$ cat src/rtl/slsc_pkg.sv
// ---------------------------------------------------------------------------
// slsc_pkg
// Types, byte constants and helpers for the shell line syntax checker.
// ---------------------------------------------------------------------------
package slsc_pkg;

   localparam logic [7:0] CH_HASH = 8'h23;
   localparam logic [7:0] CH_PIPE = 8'h7C;
   localparam logic [7:0] CH_GT   = 8'h3E;
   localparam logic [7:0] CH_LT   = 8'h3C;
   localparam logic [7:0] CH_SQ   = 8'h27;
   localparam logic [7:0] CH_DQ   = 8'h22;

   typedef enum logic [3:0] {
      ST_OK         = 4'd0,
      ST_PIPE       = 4'd1,
      ST_NEWLINE    = 4'd2,
      ST_GT         = 4'd3,
      ST_GTGT       = 4'd4,
      ST_LT         = 4'd5,
      ST_LTLT       = 4'd6,
      ST_EOF_PIPE   = 4'd7,
      ST_OPEN_QUOTE = 4'd8
   } status_type;

   typedef enum logic [1:0] {
      Q_NONE   = 2'd0,
      Q_SINGLE = 2'd1,
      Q_DOUBLE = 2'd2
   } quote_type;

   typedef enum logic [2:0] {
      MODE_IDLE    = 3'd0,
      MODE_PIPE    = 3'd1,
      MODE_REDIR1  = 3'd2,
      MODE_REDIR   = 3'd3,
      MODE_DECIDE  = 3'd4,
      MODE_STOPPED = 3'd5
   } mode_type;

   typedef struct packed {
      quote_type  quote;
      logic       seen;
      mode_type   mode;
      logic [7:0] rchar;
      status_type err;
   } state_type;

   localparam state_type STATE_RESET = '{
      quote: Q_NONE, seen: 1'b0, mode: MODE_IDLE, rchar: 8'h00, err: ST_OK
   };

   typedef struct packed {
      status_type status;
      logic       open_double;
   } result_type;

   function automatic logic is_blank(logic [7:0] b);
      return (b == 8'h20) || ((b >= 8'h09) && (b <= 8'h0D));
   endfunction

   function automatic logic is_redir(logic [7:0] b);
      return (b == CH_GT) || (b == CH_LT);
   endfunction

   function automatic status_type redir_code(logic [7:0] c, logic doubled);
      if (c == CH_GT) begin
         return doubled ? ST_GTGT : ST_GT;
      end
      return doubled ? ST_LTLT : ST_LT;
   endfunction

endpackage

$ cat src/rtl/slsc_step.sv
// ---------------------------------------------------------------------------
// slsc_step
// Next-state and end-of-line status logic for one request.
// ---------------------------------------------------------------------------
module slsc_step (
   input  slsc_pkg::state_type  state_ff,
   input  logic [7:0]           ch,
   output slsc_pkg::state_type  state_next,
   output slsc_pkg::result_type result
);
   import slsc_pkg::*;

   function automatic state_type idle_byte(state_type s, logic [7:0] b);
      state_type n;
      n = s;
      if ((s.quote == Q_NONE) && (b == CH_HASH)) begin
         n.mode = MODE_STOPPED;
      end else if ((b == CH_SQ) || (b == CH_DQ)) begin
         if (s.quote == Q_NONE) begin
            n.quote = (b == CH_SQ) ? Q_SINGLE : Q_DOUBLE;
         end else if (((s.quote == Q_SINGLE) && (b == CH_SQ)) ||
                      ((s.quote == Q_DOUBLE) && (b == CH_DQ))) begin
            n.quote = Q_NONE;
         end
      end else if ((s.quote == Q_NONE) && (b == CH_PIPE)) begin
         if (!s.seen) begin
            n.err  = ST_PIPE;
            n.mode = MODE_IDLE;
         end else begin
            n.mode = MODE_PIPE;
         end
      end else if ((s.quote == Q_NONE) && is_redir(b)) begin
         n.mode  = MODE_REDIR1;
         n.rchar = b;
      end
      return n;
   endfunction

   function automatic state_type redir_byte(state_type s, logic [7:0] b);
      state_type n;
      n = s;
      if (is_blank(b)) begin
         n.mode = MODE_REDIR;
      end else if (b == CH_PIPE) begin
         n.err  = ST_PIPE;
         n.mode = MODE_IDLE;
      end else if (is_redir(b)) begin
         n.mode  = MODE_DECIDE;
         n.rchar = b;
      end else begin
         n.mode = MODE_IDLE;
         n      = idle_byte(n, b);
      end
      return n;
   endfunction

   state_type taken;

   always_comb begin
      taken = state_ff;
      unique case (state_ff.mode)
         MODE_IDLE: begin
            taken = idle_byte(state_ff, ch);
         end
         MODE_PIPE: begin
            if (ch == CH_PIPE) begin
               taken.err  = ST_PIPE;
               taken.mode = MODE_IDLE;
            end else if (!is_blank(ch)) begin
               taken.mode = MODE_IDLE;
               taken      = idle_byte(taken, ch);
            end
         end
         MODE_REDIR1: begin
            if (ch == state_ff.rchar) begin
               taken.mode = MODE_REDIR;
            end else begin
               taken = redir_byte(state_ff, ch);
            end
         end
         MODE_REDIR: begin
            taken = redir_byte(state_ff, ch);
         end
         MODE_DECIDE: begin
            taken.err  = redir_code(state_ff.rchar, ch == state_ff.rchar);
            taken.mode = MODE_IDLE;
         end
         default: begin
            taken = state_ff;
         end
      endcase
      if (!is_blank(ch)) begin
         taken.seen = 1'b1;
      end
   end

   // hold everything once an error is latched or a comment has started
   assign state_next = ((state_ff.err != ST_OK) || (state_ff.mode == MODE_STOPPED))
                       ? state_ff : taken;

   always_comb begin
      result.open_double = 1'b0;
      if (state_ff.err != ST_OK) begin
         result.status = state_ff.err;
      end else if (state_ff.mode == MODE_PIPE) begin
         result.status = ST_EOF_PIPE;
      end else if ((state_ff.mode == MODE_REDIR1) || (state_ff.mode == MODE_REDIR)) begin
         result.status = ST_NEWLINE;
      end else if (state_ff.mode == MODE_DECIDE) begin
         result.status = redir_code(state_ff.rchar, 1'b0);
      end else if (state_ff.quote != Q_NONE) begin
         result.status      = ST_OPEN_QUOTE;
         result.open_double = (state_ff.quote == Q_DOUBLE);
      end else begin
         result.status = ST_OK;
      end
   end

endmodule

$ cat config.mk
export PLATFORM = sky130hd
export DESIGN_NAME = slsc_step
export DESIGN_NICKNAME = d
export VERILOG_FILES = /design/src/rtl/slsc_pkg.sv /design/src/rtl/slsc_step.sv
export SDC_FILE = /design/constraint.sdc
export NUM_CORES = 1
export LEC_CHECK = 0
export ABC_AREA = 1
export BUFFER_PORTS_ARGS = -buffer_cell sky130_fd_sc_hd__buf_2
export CAP_MARGIN = 40
export CORE_UTILIZATION = 45
export DETAILED_ROUTE_END_ITERATION = 16
export GPL_TIMING_DRIVEN = 0
export PLACE_DENSITY = 0.76
export SYNTH_ARGS = -nofsm -noshare
export SYNTH_HDL_FRONTEND = slang
export SYNTH_SLANG_ARGS = --single-unit
$ cat constraint.sdc
create_clock -name vclk -period 2.05
set_input_delay 0.205 -clock vclk [all_inputs]
set_output_delay 0.205 -clock vclk [all_outputs]
set_load 0.02 [all_outputs]
==> results.ini <==
[run_status]
status=finished, final reports clean

[global_route]
grt_max_degree=10
antenna_found_initial=0
grt_pass1_vias=1318
gr-total-overflow=0
grt_pass1_wl_mm=5.44
grtUsageTotal=0.252

[floorplanning]
die_h_um=52.5
rows=17
coreArea_um2=2300
dieArea_um2=2760
pin_count=49
die_x_um=52.5
initial_core_util=0.499

[logic_synthesis]
yosysTopAreaCell=nand2_1
ys_top_cells_by_area=nand2_1, inv_1, nand3_1, nor2_1, o21ai_0
yosys_warnings=0
netlist_area_um2=1150
syn_nets=265
ys_seq_area_frac=0
syn_area_per_cell_um2=4.82
ys_types=30
synthCells=238
synth_top_area_share=0.291

[timing]
rsz0062_at_grt=no
min_period_over_period=0.895
whs_ns=0.716
final_hold_viol_count=0
worst_slew_pin_slew_ns=0.523
finalSetupTns_ns=0
drv_slew=0
max_freq_mhz=545
setup_viol=0
relSlewSlack=0.648
layout_min_cycle_time_ns=1.83

[setup_path]
critPathMaxFanout=5
end_kind=output port
critPathLaunchType=input port
cp_data_required_time_ns=1.85
arrival_ns=1.63
worstSetupPathType=input port to output port

[detailed_routing]
initialDrtViolationCount=38
drtPass1Iterations=5
wl_mm=3.34
num_vias=1576
viasPerCell=5.02
drc=0
wl_per_cell_um=10.6
ant_nets=0

[cells_and_area]
area_growth_pct=24.2
drive_gt1_frac=0.269
fin_nets=315
layout_common_cells=nand2_1, buf_2, inv_1
area.sequential_um2=0
num_antenna_cells=0
mostFrequentLayoutCell=nand2_1
n_fill_cell=261
seq_cells=0
final_area_um2=1430
clock_buffers=0
multi_input_area_um2=995

[job]
maxCapViolations=0

[clock_network]
cts_resized=0
hold_buffers=0
cts_setup_buffers=0

[power]
leakagePower_uw=0.000842
max-vdd-ir-drop_mv=0.119
power_uw=231
p_per_area_nw_per_um2=162

[hold_path]
hp-class=input port to output port
min_path_cells=3

[placed_design]
place_hpwl_mm=2.85
portBuffers=48
place_area_um2=1420
gp_congestion=0.947

synth_stat cells:
library cell / count
a211oi_4: 1
a21boi_1: 1
a21oi_1: 5
buf_2: 1
clkbuf_1: 1
ha_1: 1
inv_1: 33
inv_2: 6
nand2_1: 89
nand2_2: 4
nand2_4: 2
nand3_1: 20
nand3_2: 3
nand3_4: 1
nand4_1: 6
nand4_2: 1
nor2_1: 26
nor2_2: 4
nor2_4: 4
nor3_1: 1
nor3b_1: 1
nor4_1: 1
o211ai_1: 2
o21a_1: 1
o21ai_0: 14
o21ai_1: 1
o31ai_1: 1
or2_2: 1
or3_1: 1
xnor2_1: 5
final timing paths:
| check | start | end |
|---|---|---|
| hold / removal | state_ff[3] | state_next[3] |
| setup / recovery | ch[7] | state_next[14] |
report_power, final:
| group | switching [uW] | internal [uW] | leakage [uW] |
|---|---|---|---|
| Sequential | 0 | 0 | 0 |
| Combinational | 152 | 78.7 | 0.000842 |
| Clock | 0 | 0 | 0 |
per-layer routing:
metal	GRT usage	share of wire
met1	0.337	0.50
met2	0.462	0.47
met3	0.00580	0.037
met4	0.0175	0
met5	0	0
cells by family after synthesis:
family                   after synthesis  share of synthesized area
buffers and inverters                 41                      0.135
AO/OA/AOI/OAI                         26                      0.137
AND/OR/NAND/NOR                      165                      0.678
XOR/XNOR                               5                     0.0382
adder cells (fa/ha/maj)                1                     0.0109
per-stage QoR:
stage | std cells | util | setup WS, ns
final | 314 | 0.620 | 0.215
after floorplan | 238 | - | 0.396
after global routing | 314 | 0.620 | 0.0225
after global placement | 314 | 0.619 | 0.194
after CTS | 314 | 0.619 | 0.211
after detailed placement | 314 | 0.619 | 0.218
final cells by class:
class / instances / area share
multi-input cells: 197 / 0.698
plain buffers: 2 / 0.00615
inverters: 39 / 0.103
well taps: 28 / 0.0246
repair buffers: 48 / 0.169
worst max-delay path, stage by stage:
cell and delay [ns]:
buf_2 0.13, nor2_4 0.19, nand3_1 0.12, nor2_1 0.18
nand3_1 0.21, nand2_1 0.13, nand4_1 0.12, nand2_1 0.10
nand2_1 0.05, nand2_1 0.04, buf_2 0.15
(Power assumes the default switching activity.)
